File: src/design/u8u16_pkg.sv
// ----------------------------------------------------------------------------
// UTF-8 to UTF-16 decoder package
// Payload types, the decoder result bundle and the fixed constants of the
// UTF-8 and UTF-16 encodings.
// ----------------------------------------------------------------------------
package u8u16_pkg;

   localparam int CountWidth = 16;
   localparam int UnitWidth  = 21;

   localparam logic [CountWidth-1:0] CountMax = {CountWidth{1'b1}};

   localparam logic [7:0] AsciiMask  = 8'h80;
   localparam logic [7:0] Lead2Mask  = 8'hE0;
   localparam logic [7:0] Lead2Code  = 8'hC0;
   localparam logic [7:0] Lead3Mask  = 8'hF0;
   localparam logic [7:0] Lead3Code  = 8'hE0;
   localparam logic [7:0] Lead4Mask  = 8'hF8;
   localparam logic [7:0] Lead4Code  = 8'hF0;
   localparam logic [1:0] ContTag    = 2'b10;

   localparam logic [UnitWidth-1:0] Min2Byte      = 21'h00080;
   localparam logic [UnitWidth-1:0] Min3Byte      = 21'h00800;
   localparam logic [UnitWidth-1:0] Min4Byte      = 21'h10000;
   localparam logic [UnitWidth-1:0] CodeMax       = 21'h10FFFF;
   localparam logic [UnitWidth-1:0] SurrogateLo   = 21'h0D800;
   localparam logic [UnitWidth-1:0] SurrogateHi   = 21'h0DFFF;
   localparam logic [UnitWidth-1:0] LowSurrBase   = 21'h0DC00;
   localparam logic [UnitWidth-1:0] BmpMax        = 21'h0FFFF;
   localparam logic [UnitWidth-1:0] SuppBase      = 21'h10000;

   typedef struct packed {
      logic [7:0] data_byte;
      logic       final_byte;
   } req_payload_type;

   typedef struct packed {
      logic [UnitWidth-1:0]  unit_value;
      logic                  unit_valid;
      logic                  string_done;
      logic                  string_ok;
      logic [CountWidth-1:0] unit_count;
      logic                  last_result;
   } rsp_payload_type;

   typedef struct packed {
      logic [1:0]      count;
      rsp_payload_type first;
      rsp_payload_type second;
   } dec_result_type;

endpackage

File: src/design/u8u16_decode.sv
// ----------------------------------------------------------------------------
// UTF-8 decode step
// Holds the per-string decode state and turns one byte into zero, one or
// two result beats combinationally.
// ----------------------------------------------------------------------------
module u8u16_decode (
   input  logic                      clock,
   input  logic                      reset,
   input  logic                      fire,
   input  u8u16_pkg::req_payload_type item,
   input  logic                      wide_units,
   output u8u16_pkg::dec_result_type result
);
   import u8u16_pkg::*;

   logic [UnitWidth-1:0]  acc_ff, acc_in, acc_v;
   logic [1:0]            exp_ff, exp_in, exp_v;
   logic [1:0]            seq_ff, seq_in, seq_v;
   logic                  err_ff, err_in, err_v;
   logic [CountWidth-1:0] cnt_ff, cnt_in, cnt_v;

   logic [7:0]            b;
   logic                  complete;
   logic                  bad_cp;
   logic [1:0]            nu;
   logic [UnitWidth-1:0]  u0, u1;
   logic [UnitWidth-1:0]  offset;
   logic [CountWidth:0]   sum;
   rsp_payload_type       r0, r1;

   assign b = item.data_byte;

   always_comb begin
      acc_v    = acc_ff;
      exp_v    = exp_ff;
      seq_v    = seq_ff;
      err_v    = err_ff;
      complete = 1'b0;
      bad_cp   = 1'b0;
      nu       = 2'd0;
      u0       = '0;
      u1       = '0;
      offset   = '0;
      if (!err_v) begin
         if (exp_v == 2'd0) begin
            if ((b & AsciiMask) == 8'h00) begin
               acc_v    = {13'd0, b};
               seq_v    = 2'd0;
               complete = 1'b1;
            end else if ((b & Lead2Mask) == Lead2Code) begin
               acc_v = {16'd0, b[4:0]};
               exp_v = 2'd1;
               seq_v = 2'd1;
            end else if ((b & Lead3Mask) == Lead3Code) begin
               acc_v = {17'd0, b[3:0]};
               exp_v = 2'd2;
               seq_v = 2'd2;
            end else if ((b & Lead4Mask) == Lead4Code) begin
               acc_v = {18'd0, b[2:0]};
               exp_v = 2'd3;
               seq_v = 2'd3;
            end else begin
               err_v = 1'b1;
            end
         end else if (b[7:6] != ContTag) begin
            err_v = 1'b1;
         end else begin
            acc_v    = {acc_v[UnitWidth-7:0], b[5:0]};
            exp_v    = exp_v - 2'd1;
            complete = (exp_v == 2'd0);
         end

         if (complete) begin
            bad_cp = (seq_v == 2'd1 && acc_v < Min2Byte) ||
                     (seq_v == 2'd2 && acc_v < Min3Byte) ||
                     (seq_v == 2'd3 && acc_v < Min4Byte) ||
                     (acc_v > CodeMax) ||
                     (acc_v >= SurrogateLo && acc_v <= SurrogateHi);
            if (bad_cp) begin
               err_v = 1'b1;
            end else if (!wide_units && acc_v > BmpMax) begin
               offset = acc_v - SuppBase;
               u0     = SurrogateLo + {11'd0, offset[19:10]};
               u1     = LowSurrBase + {11'd0, offset[9:0]};
               nu     = 2'd2;
            end else begin
               u0 = acc_v;
               nu = 2'd1;
            end
            acc_v = '0;
            seq_v = 2'd0;
         end

         if (err_v) begin
            exp_v = 2'd0;
            seq_v = 2'd0;
            acc_v = '0;
         end
      end

      if (item.final_byte && !err_v && exp_v != 2'd0) begin
         err_v = 1'b1;
      end

      sum   = {1'b0, cnt_ff} + {{(CountWidth-1){1'b0}}, nu};
      cnt_v = (sum > {1'b0, CountMax}) ? CountMax : sum[CountWidth-1:0];
   end

   always_comb begin
      r0 = '0;
      r1 = '0;
      r0.unit_value = (nu != 2'd0) ? u0 : '0;
      r0.unit_valid = (nu != 2'd0);
      r1.unit_value = (nu == 2'd2) ? u1 : '0;
      r1.unit_valid = (nu == 2'd2);
      if (nu == 2'd2) begin
         r1.last_result = 1'b1;
         if (item.final_byte) begin
            r1.string_done = 1'b1;
            r1.string_ok   = !err_v;
            r1.unit_count  = cnt_v;
         end
      end else begin
         r0.last_result = (nu == 2'd1) || item.final_byte;
         if (item.final_byte) begin
            r0.string_done = 1'b1;
            r0.string_ok   = !err_v;
            r0.unit_count  = cnt_v;
         end
      end
      result.first  = r0;
      result.second = r1;
      if (nu == 2'd0) begin
         result.count = item.final_byte ? 2'd1 : 2'd0;
      end else begin
         result.count = nu;
      end
   end

   always_comb begin
      acc_in = acc_ff;
      exp_in = exp_ff;
      seq_in = seq_ff;
      err_in = err_ff;
      cnt_in = cnt_ff;
      if (fire) begin
         if (item.final_byte) begin
            acc_in = '0;
            exp_in = 2'd0;
            seq_in = 2'd0;
            err_in = 1'b0;
            cnt_in = '0;
         end else begin
            acc_in = acc_v;
            exp_in = exp_v;
            seq_in = seq_v;
            err_in = err_v;
            cnt_in = cnt_v;
         end
      end
   end

   always_ff @(posedge clock) begin
      if (reset) begin
         acc_ff <= '0;
         exp_ff <= 2'd0;
         seq_ff <= 2'd0;
         err_ff <= 1'b0;
         cnt_ff <= '0;
      end else begin
         acc_ff <= acc_in;
         exp_ff <= exp_in;
         seq_ff <= seq_in;
         err_ff <= err_in;
         cnt_ff <= cnt_in;
      end
   end

endmodule

File: src/design/utf8_to_utf16_validating_decoder.sv
// ----------------------------------------------------------------------------
// UTF-8 to UTF-16 validating decoder
// Decodes a UTF-8 byte stream into UTF-16 units or whole code points,
// with validation and a per-string ok flag and unit count.
// An accepted input beat is registered, then decoded into the result slots.
// Throughput is one byte per cycle while the output is not stalled; a
// surrogate pair fills both result slots, which stalls the input.
// Reset is synchronous and clears all string state and the mode register.
// ----------------------------------------------------------------------------
module utf8_to_utf16_validating_decoder (
   input  logic                       clock,
   input  logic                       reset,
   input  logic                       req_valid,
   output logic                       req_stall,
   input  u8u16_pkg::req_payload_type req_payload,
   output logic                       rsp_valid,
   input  logic                       rsp_stall,
   output u8u16_pkg::rsp_payload_type rsp_payload,
   input  logic                       csr_valid,
   output logic                       csr_ready,
   input  logic                       csr_data
);
   import u8u16_pkg::*;

   logic            wide_ff, wide_in;
   logic            in_valid_ff, in_valid_in;
   req_payload_type in_data_ff, in_data_in;
   rsp_payload_type slot0_ff, slot0_in;
   rsp_payload_type slot1_ff, slot1_in;
   logic [1:0]      cnt_ff, cnt_in;

   logic            req_accept;
   logic            pop;
   logic            can_load;
   logic            proc_fire;
   dec_result_type  dec;

   assign csr_ready  = 1'b1;
   assign pop        = rsp_valid && !rsp_stall;
   assign can_load   = (cnt_ff == 2'd0) || (cnt_ff == 2'd1 && pop);
   assign proc_fire  = in_valid_ff && can_load;
   assign req_stall  = in_valid_ff && !can_load;
   assign req_accept = req_valid && !req_stall;
   assign rsp_valid  = (cnt_ff != 2'd0);
   assign rsp_payload = slot0_ff;

   u8u16_decode u_decode (
      .clock      (clock),
      .reset      (reset),
      .fire       (proc_fire),
      .item       (in_data_ff),
      .wide_units (wide_ff),
      .result     (dec)
   );

   always_comb begin
      wide_in     = (csr_valid && csr_ready) ? csr_data : wide_ff;
      in_valid_in = in_valid_ff;
      in_data_in  = in_data_ff;
      if (req_accept) begin
         in_valid_in = 1'b1;
         in_data_in  = req_payload;
      end else if (proc_fire) begin
         in_valid_in = 1'b0;
      end
      slot0_in = slot0_ff;
      slot1_in = slot1_ff;
      cnt_in   = cnt_ff;
      if (proc_fire) begin
         slot0_in = dec.first;
         slot1_in = dec.second;
         cnt_in   = dec.count;
      end else if (pop) begin
         slot0_in = slot1_ff;
         cnt_in   = cnt_ff - 2'd1;
      end
   end

   always_ff @(posedge clock) begin
      if (reset) begin
         wide_ff     <= 1'b0;
         in_valid_ff <= 1'b0;
         cnt_ff      <= 2'd0;
      end else begin
         wide_ff     <= wide_in;
         in_valid_ff <= in_valid_in;
         cnt_ff      <= cnt_in;
      end
   end

   always_ff @(posedge clock) begin
      in_data_ff <= in_data_in;
      slot0_ff   <= slot0_in;
      slot1_ff   <= slot1_in;
   end

   assert property (@(posedge clock) disable iff (reset)
      proc_fire && in_data_ff.final_byte |-> dec.count != 2'd0)
      else $error("final byte produced no result beat");

   assert property (@(posedge clock) disable iff (reset)
      rsp_valid && rsp_payload.string_done |-> rsp_payload.last_result)
      else $error("string end beat is not the last beat of its byte");

   assert property (@(posedge clock) disable iff (reset)
      rsp_valid && !rsp_payload.unit_valid |-> rsp_payload.string_done)
      else $error("empty result beat outside string end");

   assert property (@(posedge clock) disable iff (reset)
      cnt_ff != 2'd3)
      else $error("result buffer holds more than two beats");

endmodule

File: config.mk
export PLATFORM = sky130hd
export DESIGN_NAME = utf8_to_utf16_validating_decoder
export DESIGN_NICKNAME = d
export VERILOG_FILES = /design/src/design/u8u16_pkg.sv /design/src/design/u8u16_decode.sv /design/src/design/utf8_to_utf16_validating_decoder.sv
export SDC_FILE = /design/constraint.sdc
export NUM_CORES = 1
export LEC_CHECK = 0
export ABC_AREA = 1
export ABC_CLOCK_PERIOD_IN_PS = 6800
export BUFFER_PORTS_ARGS = -buffer_cell sky130_fd_sc_hd__buf_2
export CELL_PAD_IN_SITES_DETAIL_PLACEMENT = 1
export CELL_PAD_IN_SITES_GLOBAL_PLACEMENT = 1
export CORE_UTILIZATION = 46
export CTS_BUF_LIST = sky130_fd_sc_hd__clkbuf_4 sky130_fd_sc_hd__clkbuf_8
export DETAILED_ROUTE_END_ITERATION = 10
export GPL_TIMING_DRIVEN = 0
export MAX_ROUTING_LAYER = met4
export PLACE_DENSITY = 0.79
export REMOVE_ABC_BUFFERS = 1
export SETUP_SLACK_MARGIN = 0.5
export SLEW_MARGIN = 5
export SYNTH_ARGS = -nofsm -noshare
export SYNTH_HDL_FRONTEND = slang
export SYNTH_SLANG_ARGS = --single-unit
File: constraint.sdc
create_clock -name clock -period 6.8 [get_ports clock]
set_input_delay 0 -clock clock [delete_from_list [all_inputs] [get_ports clock]]
set_output_delay 0 -clock clock [all_outputs]
set_load 0.05 [all_outputs]
==> Word level (Yosys, flattened, before mapping) <==
Index checks and enable logic that the tools add are counted.
{ "totals": {"ff_bits": 137, "input_bits": 15, "word_cells": 154} }
{ "classes": {"add_sub_neg": 6, "order_cmp": 8, "eq_ne": 11, "muxes": 68, "bitwise_logic": 3, "reduce_logical": 36} }
{ "op_table": {"columns": ["operator", "n"], "rows": [
  ["2-to-1 mux 21 bit", 16],
  ["2-to-1 mux 41 bit", 2],
  ["2-to-1 mux 2 bit", 26],
  ["adder 16 x 10 -> 17 bit, first input constant", 2],
  ["2-to-1 mux 16 bit", 2],
  [">= comparator 21 x 16 -> 1 bit, second input constant", 1],
  ["greater-than comparator 21 x 16 -> 1 bit, second input constant", 1],
  ["greater-than comparator 21 bit, second input constant", 1],
  ["<= comparator 21 x 16 -> 1 bit, second input constant", 1],
  ["less-than comparator 21 x 12 -> 1 bit, second input constant", 1],
  ["less-than comparator 21 x 17 -> 1 bit, second input constant", 1],
  ["less-than comparator 21 x 8 -> 1 bit, second input constant", 1],
  ["2-to-1 mux 1 bit", 20],
  ["subtractor 20 x 17 -> 20 bit, second input constant", 1],
  ["2-to-1 mux 19 bit", 1],
  ["2-to-1 mux 18 bit", 1],
  ["adder 16 x 2 -> 17 bit", 1],
  ["greater-than comparator 17 x 16 -> 1 bit, second input constant", 1],
  ["logical AND 1 bit", 12],
  ["nonzero test 2 bit", 5],
  ["logical NOT 2 bit", 4],
  ["logical NOT 8 bit", 1],
  ["== test 2 x 1 -> 1 bit, second input constant", 3],
  ["== test 2 bit, second input constant", 3],
  ["other kinds (10)", 24]
]} }

==> Logic depth before layout (Yosys ltp) <==
{ "depth": {"ltp_word": 25, "mapped_depth": 45, "ltp_nobuf": 43} }

==> Cells and area by module <==
From an unflattened synthesis, not the netlist that was laid out.
{ "hier_totals": {"cells_unflattened": 922, "area_unflattened_um2": 7429.6} }
{ "by_module_without_submodules": {"columns": ["module", "n_inst", "cells_each", "area_each_um2"], "rows": [
  ["u8u16_decode", 1, 658, 3887.5],
  ["utf8_to_utf16_validating_decoder", 1, 264, 3542.1]
]} }

==> Worst setup path before layout <==
Ideal clock, no wire load.
{ "synth_timing": {"kind": "reg2reg", "from": "register u_decode.exp_ff[0]", "to": "register slot0_ff (netlist bit rsp_payload[9]) (data pin)", "setup_time_ns": 0.267, "arrival_time_ns": 4.433, "required_ns": 6.533, "path_slack_ns": 2.101, "path_stages_with_launch": 41, "synth_period_minus_slack_ns": 4.699, "path_cell_list": "dfxtp_1 -> inv_1 -> ha_1 -> inv_2 -> buf_2 -> o211ai_1 -> nand2_1 -> inv_1 -> ha_1 -> nand2_1 -> nor3_1 -> nand3_1 -> nand2_1 -> nand2_1 -> nand2_2 -> nor2_4 -> nand3_4 -> buf_1 -> [... 5 more ...] -> nor2_1 -> inv_1 -> nor2_1 -> inv_1 -> nor2_1 -> inv_1 -> nor2_1 -> nand2_1 -> nor2_1 -> inv_1 -> nor2_1 -> inv_1 -> nor2_1 -> nand2_1 -> inv_1 -> buf_2 -> a21oi_1 -> o21ai_0"} }
{ "synth_lines": {"columns": ["item", "line", "text"], "rows": [
  ["from (decl)", "u8u16_decode.sv:17", "logic [1:0] exp_ff, exp_in, exp_v;"],
  ["from (signal assigned)", "u8u16_decode.sv:172", "exp_ff <= exp_in;"],
  ["to (signal assigned)", "utf8_to_utf16_validating_decoder.sv:93", "slot0_ff <= slot0_in;"],
  ["to (decl)", "utf8_to_utf16_validating_decoder.sv:28", "rsp_payload_type slot0_ff, slot0_in;"]
]} }

==> Worst setup path in the final report <==
{ "layout_timing": {"from": "register u_decode.exp_ff[0]", "to": "register u_decode.cnt_ff[5]"} }
{ "layout_via": {"elab_chain_len": 16, "word_cells_on_any_way": 37, "cone_classes": "2 x add/sub; 8 x order compare; 3 x eq/ne; 13 x mux; 11 x reduce/logical"} }
{ "layout_rtl": {"columns": ["item", "line", "text"], "rows": [
  ["logical NOT 2 bit", "u8u16_decode.sv:45", "if (exp_v == 2'd0) begin"],
  ["2-to-1 mux 21 bit / 2-to-1 mux 2 bit (equally long branches)", "u8u16_decode.sv:45", null],
  ["2-to-1 mux 21 bit / 2-to-1 mux 2 bit (equally long branches)", "u8u16_decode.sv:44", "if (!err_v) begin"],
  ["less-than comparator 21 x 8 -> 1 bit (tied with other cells)", "u8u16_decode.sv:74", "bad_cp = (seq_v == 2'd1 && acc_v < Min2Byte) ||"],
  ["logical AND 1 bit (on tied branches)", "u8u16_decode.sv:74, u8u16_decode.sv:75", null],
  ["logical OR 1 bit", "u8u16_decode.sv:74", null],
  ["logical OR 1 bit", "u8u16_decode.sv:75", "(seq_v == 2'd2 && acc_v < Min3Byte) ||"],
  ["logical OR 1 bit", "u8u16_decode.sv:76", "(seq_v == 2'd3 && acc_v < Min4Byte) ||"],
  ["logical OR 1 bit", "u8u16_decode.sv:77", "(acc_v > CodeMax) ||"],
  ["2-to-1 mux 2 bit", "u8u16_decode.sv:79", "if (bad_cp) begin"],
  ["2-to-1 mux 2 bit (*)", "u8u16_decode.sv:73", "if (complete) begin"],
  ["2-to-1 mux 2 bit (*)", "u8u16_decode.sv:44", null],
  ["adder 16 x 2 -> 17 bit (*)", "u8u16_decode.sv:105", "sum = {1'b0, cnt_ff} + {{(CountWidth-1){1'b0}}, nu};"],
  ["greater-than comparator 17 x 16 -> 1 bit", "u8u16_decode.sv:106", "cnt_v = (sum > {1'b0, CountMax}) ? CountMax : sum[CountWidth-1:0];"],
  ["2-to-1 mux 16 bit (*)", "u8u16_decode.sv:106", null],
  ["2-to-1 mux 16 bit (*)", "u8u16_decode.sv:147", "if (item.final_byte) begin"],
  ["to (signal assigned)", "u8u16_decode.sv:175", "cnt_ff <= cnt_in;"],
  ["to (decl)", "u8u16_decode.sv:20", "logic [CountWidth-1:0] cnt_ff, cnt_in, cnt_v;"]
]} }
Mark *: on every way between the ends. The rest lies on a longest branch, timed or not. The select of a mux whose other input is x is not followed.
A chain may end at the register's enable or synchronous reset.

==> metrics.md <==
| Metric | Value |
|---|---|
| Outcome | finished, final reports clean |
| Static Leak | 3.18 nW |
| Final wirelength | 19200 µm |
| Diodes inserted | 0 |
| Largest net degree at the start of global routing | 45 |
| P_sw | 933 µW |
| Post-synthesis mux area share | 0% |
| Synth unique cells | 42 |
| Mean Syn Cell Area | 7.99 µm² |
| CP startpoint kind | register |
| Num CTS Buffers | 17 |
| Die ar. | 0.0148 mm² |
| Clock skew | 0.0125 ns |
| Total power | 2.43 mW |
| Via count | 5959 |
| Num ports | 59 |
| Synth Area in Compound Gates | 12.7% |
| RSZ-0062 raised after global routing | false |
| First-pass GRT wire length | 30600 µm |
| Post-synthesis async set-or-reset flop share | 0% |
| Fmax achieved | 0.173 GHz |
| Row count | 43 |
| Pre-CTS setup slack | -0.416 ns |
| Gate count of the mapped netlist | 825 |
| Sequential-to-total area share from yosys stat | 50.4% |
| Post-DP HPWL | 13000 µm |
| YS warnings | 0 |
| Max clock buf depth | 2 |
| Placed cells | 1039 |
| Sequential share of power | 41.4% |
| GRT Residual Overflow | 0 |
| First-pass DRT Iterations | 4 |
| Root Buffer | clkbuf_8 |
| Crit path kind | reg -> reg |
| CP max FO | 19 |
| Crit share post-route | 85.0% |
| CP Data Arrival Time | 6.18 ns |
| Final TNS setup | 0 ns |
| Final hold vios | 0 |
| Clock latency on the worst-skew pair | 0.47 ns |
| Internal | 1.49 mW |
| Switch share | 38.4% |
| H-tree depth | 4 |
| Slew margin rel. | 35.3% |
| Hold crit path type | in -> reg |
| Detailed Route Iter0 Violations | 356 |
| Synth Area in Adders | 1.63% |
| Final Core Density | 55.6% |
| Crit path capture type | register |
| P&R area growth vs syn | 17.5% |
| VDD IR-drop max | 0.181 mV |
| Worst path required time | 7.20 ns |
| Most frequent cell on the critical path | nor2_1 |
| Mapped Area | 0.00659 mm² |
| CTS tree | built |
| Routed Antenna Nets | 0 |
| # setup viols final | 0 |
| DIE WIDTH | 122 µm |
| Clock power frac | 29.2% |
| Core Box Area | 0.0139 mm² |
| Post-synthesis xor/xnor area fraction | 0.664% |
| CTS Sinks | 126 |
| Max cap viols | 0 |
| Post-synthesis simple-gate area fraction | 26.6% |
| Combinational share of power | 29.4% |
| Largest family of logic cells by synthesized area | simple AND/OR/NAND/NOR gates |
| Initial antenna violation count | 0 |
| Fillers | 1715 |
| Reg clk slew, reported paths | 0.08 ns |
| Number of global-route vias before repair | 6170 |
| Pwr dens | 314 mW/mm² |
| Worst-Margin Slew | 0.971 ns |
| DRC errors left | 0 |
| Final std cells w/o fill | 1090 |
| Total GRT Usage | 27.9% |
| Final Max Slew Viols | 0 |
| Number of synthesized flops with an enable pin | 80 |
| IO Port Bufs | 57 |
| DR WL/cell | 17.6 µm |
| Fin crit period | 5.78 ns |
| FF+latch count, synth | 126 |
| GP Congestion | 0.884 |
| Layout cells sized above 1 | 18.4% |
| Post-synth top flop | edfxtp_1 |
| Nets | 920 |
| CP max stage delay | 0.44 ns |
| Via density | 5.47 |
| Final Worst Setup Slack | 1.02 ns |
| Initial Utilization | 47.3% |
| Chip Height | 122 µm |
| Slowest cell on crit path | dfxtp_1 |
-- worst paths after layout --
path | slack, ns | end | depth (start not counted) | from
min reg2reg | 0.47 | u_decode.cnt_ff[15] | 2 | u_decode.cnt_ff[15]
max reg2reg | 1.02 | u_decode.cnt_ff[5] | 41 | u_decode.exp_ff[0]
min | 0.20 | u_decode.cnt_ff[15] | 2 | reset
max | 1.02 | u_decode.cnt_ff[5] | 41 | u_decode.exp_ff[0]
-- synthesized netlist by cell type, types with 2 or more instances --
master | number | area share [%]
nand2_1 | 210 | 12
inv_1 | 89 | 5.1
nor2_1 | 87 | 5.0
edfxtp_1 | 80 | 36
a21oi_1 | 68 | 5.2
nand3_1 | 66 | 5.0
o21ai_0 | 56 | 4.3
dfxtp_1 | 46 | 14
clkbuf_1 | 18 | 1.0
nor2_2 | 14 | 1.3
inv_2 | 10 | 0.57
ha_1 | 7 | 1.3
nand2_2 | 7 | 0.66
o211ai_1 | 7 | 0.80
buf_2 | 6 | 0.46
nor2_4 | 6 | 1.0
o21ai_1 | 5 | 0.38
xor2_1 | 5 | 0.66
clkinv_1 | 4 | 0.23
nand4_1 | 3 | 0.28
o21ai_2 | 3 | 0.40
a31oi_1 | 2 | 0.19
buf_4 | 2 | 0.23
buf_6 | 2 | 0.34
nand2_4 | 2 | 0.34
nor3_1 | 2 | 0.15
nor4_1 | 2 | 0.19
o21bai_1 | 2 | 0.23
-- metrics by stage --
stage                     instance area [µm²]  hold WS, ns
final                                    7740        0.203
after global placement                   6960        0.176
after CTS                                7650        0.197
after detailed placement                 7080        0.179
after global routing                     7740        0.232
after floorplan                          6450       0.0691
-- area by class of cell --
| cell class | count | area, µm² | area share, % |
|---|---|---|---|
| repair buffers | 81 | 551 | 7.11 |
| repair inverters | 1 | 5.00 | 0.0646 |
| clock buffers | 19 | 255 | 3.30 |
| flip-flops and latches | 126 | 3320 | 42.9 |
| multi-input cells | 567 | 2830 | 36.5 |
| inverters | 103 | 395 | 5.11 |
| clock inverters | 13 | 164 | 2.12 |
| well taps | 180 | 225 | 2.91 |
-- kinds of logic after synthesis --
| kind of cell | count (synthesis) |
|---|---|
| adders and majority gates | 8 |
| DFF | 126 |
| and+or+nand+nor | 402 |
| buffers and inverters | 132 |
| xor gates and xnor gates | 5 |
| AOI/OAI and AO/OA | 151 |
| other | 1 |
-- registers in the layout, summed over array words and instances, names as in the netlist --
name / count
cnt_ff: 2
in_data_ff: 9
in_valid_ff: 1
rsp_payload: 41
slot1_ff: 30
u_decode.acc_ff: 21
u_decode.cnt_ff: 16
u_decode.err_ff: 1
u_decode.exp_ff: 2
u_decode.seq_ff: 2
wide_ff: 1
-- placed cells by master (no fill, tap or decap), drive strengths merged --
master and count:
nand2 219, nor2 108, inv 100, edfxtp 80, a21oi 70, buf 68, nand3 67, o21ai 65
dfxtp 46, clkbuf 19, dlygate4sd3 13, clkinv 10, o211ai 7, ha 7, xor2 5, clkinvlp 4
nand4 3, bufinv 3, o21bai 2, nor3 2, a31oi 2, nor4 2, o22a 1, or2 1
o21a 1, a22o 1, a221oi 1, a311oi 1, fa 1, conb 1
-- layer usage --
layer | global-route usage, % | wire, µm | part of all wire, %
met1 | 34.4 | 8610 | 45
met2 | 45.7 | 9440 | 49
met3 | 4.96 | 808 | 4.2
met4 | 10.1 | 295 | 1.5
met5 | - | 0 | 0
-- worst max-delay path, delay by kind of cell, from the launching register on --
family	cells	cell delay [ns]
AOI/OAI and AO/OA	3	0.47
adders and majority gates	4	0.88
buffers and inverters	12	1.38
DFF	1	0.44
and+or+nand+nor	22	2.53
-- power groups by stage --
| stage | combinational, mW | sequential [mW] | clock, mW |
|---|---|---|---|
| 5_1_grt | 0.765 | 1.02 | 0.742 |
| 4_1_cts | 0.712 | 1.01 | 0.716 |
| 2_1_floorplan | 0.234 | 1.28 | 0 |
| 3_5_place_dp | 0.703 | 1.02 | 0 |
| 6_report | 0.714 | 1.01 | 0.708 |
| 3_3_place_gp | 0.651 | 1.02 | 0 |
-- what timing repair did --
| item | CTS | global route |
|---|---|---|
| pin swaps | 1 | 1 |
| endpoints found under the setup margin | 48 | 48 |
| endpoints found under the hold margin | 12 | 0 |
| gates cloned | 0 | 1 |
| gates resized for setup | 7 | 13 |
| hold buffers | 13 | 0 |
| buffers inserted | 0 | 5 |
No activity file was read; power rests on OpenSTA's default activity.
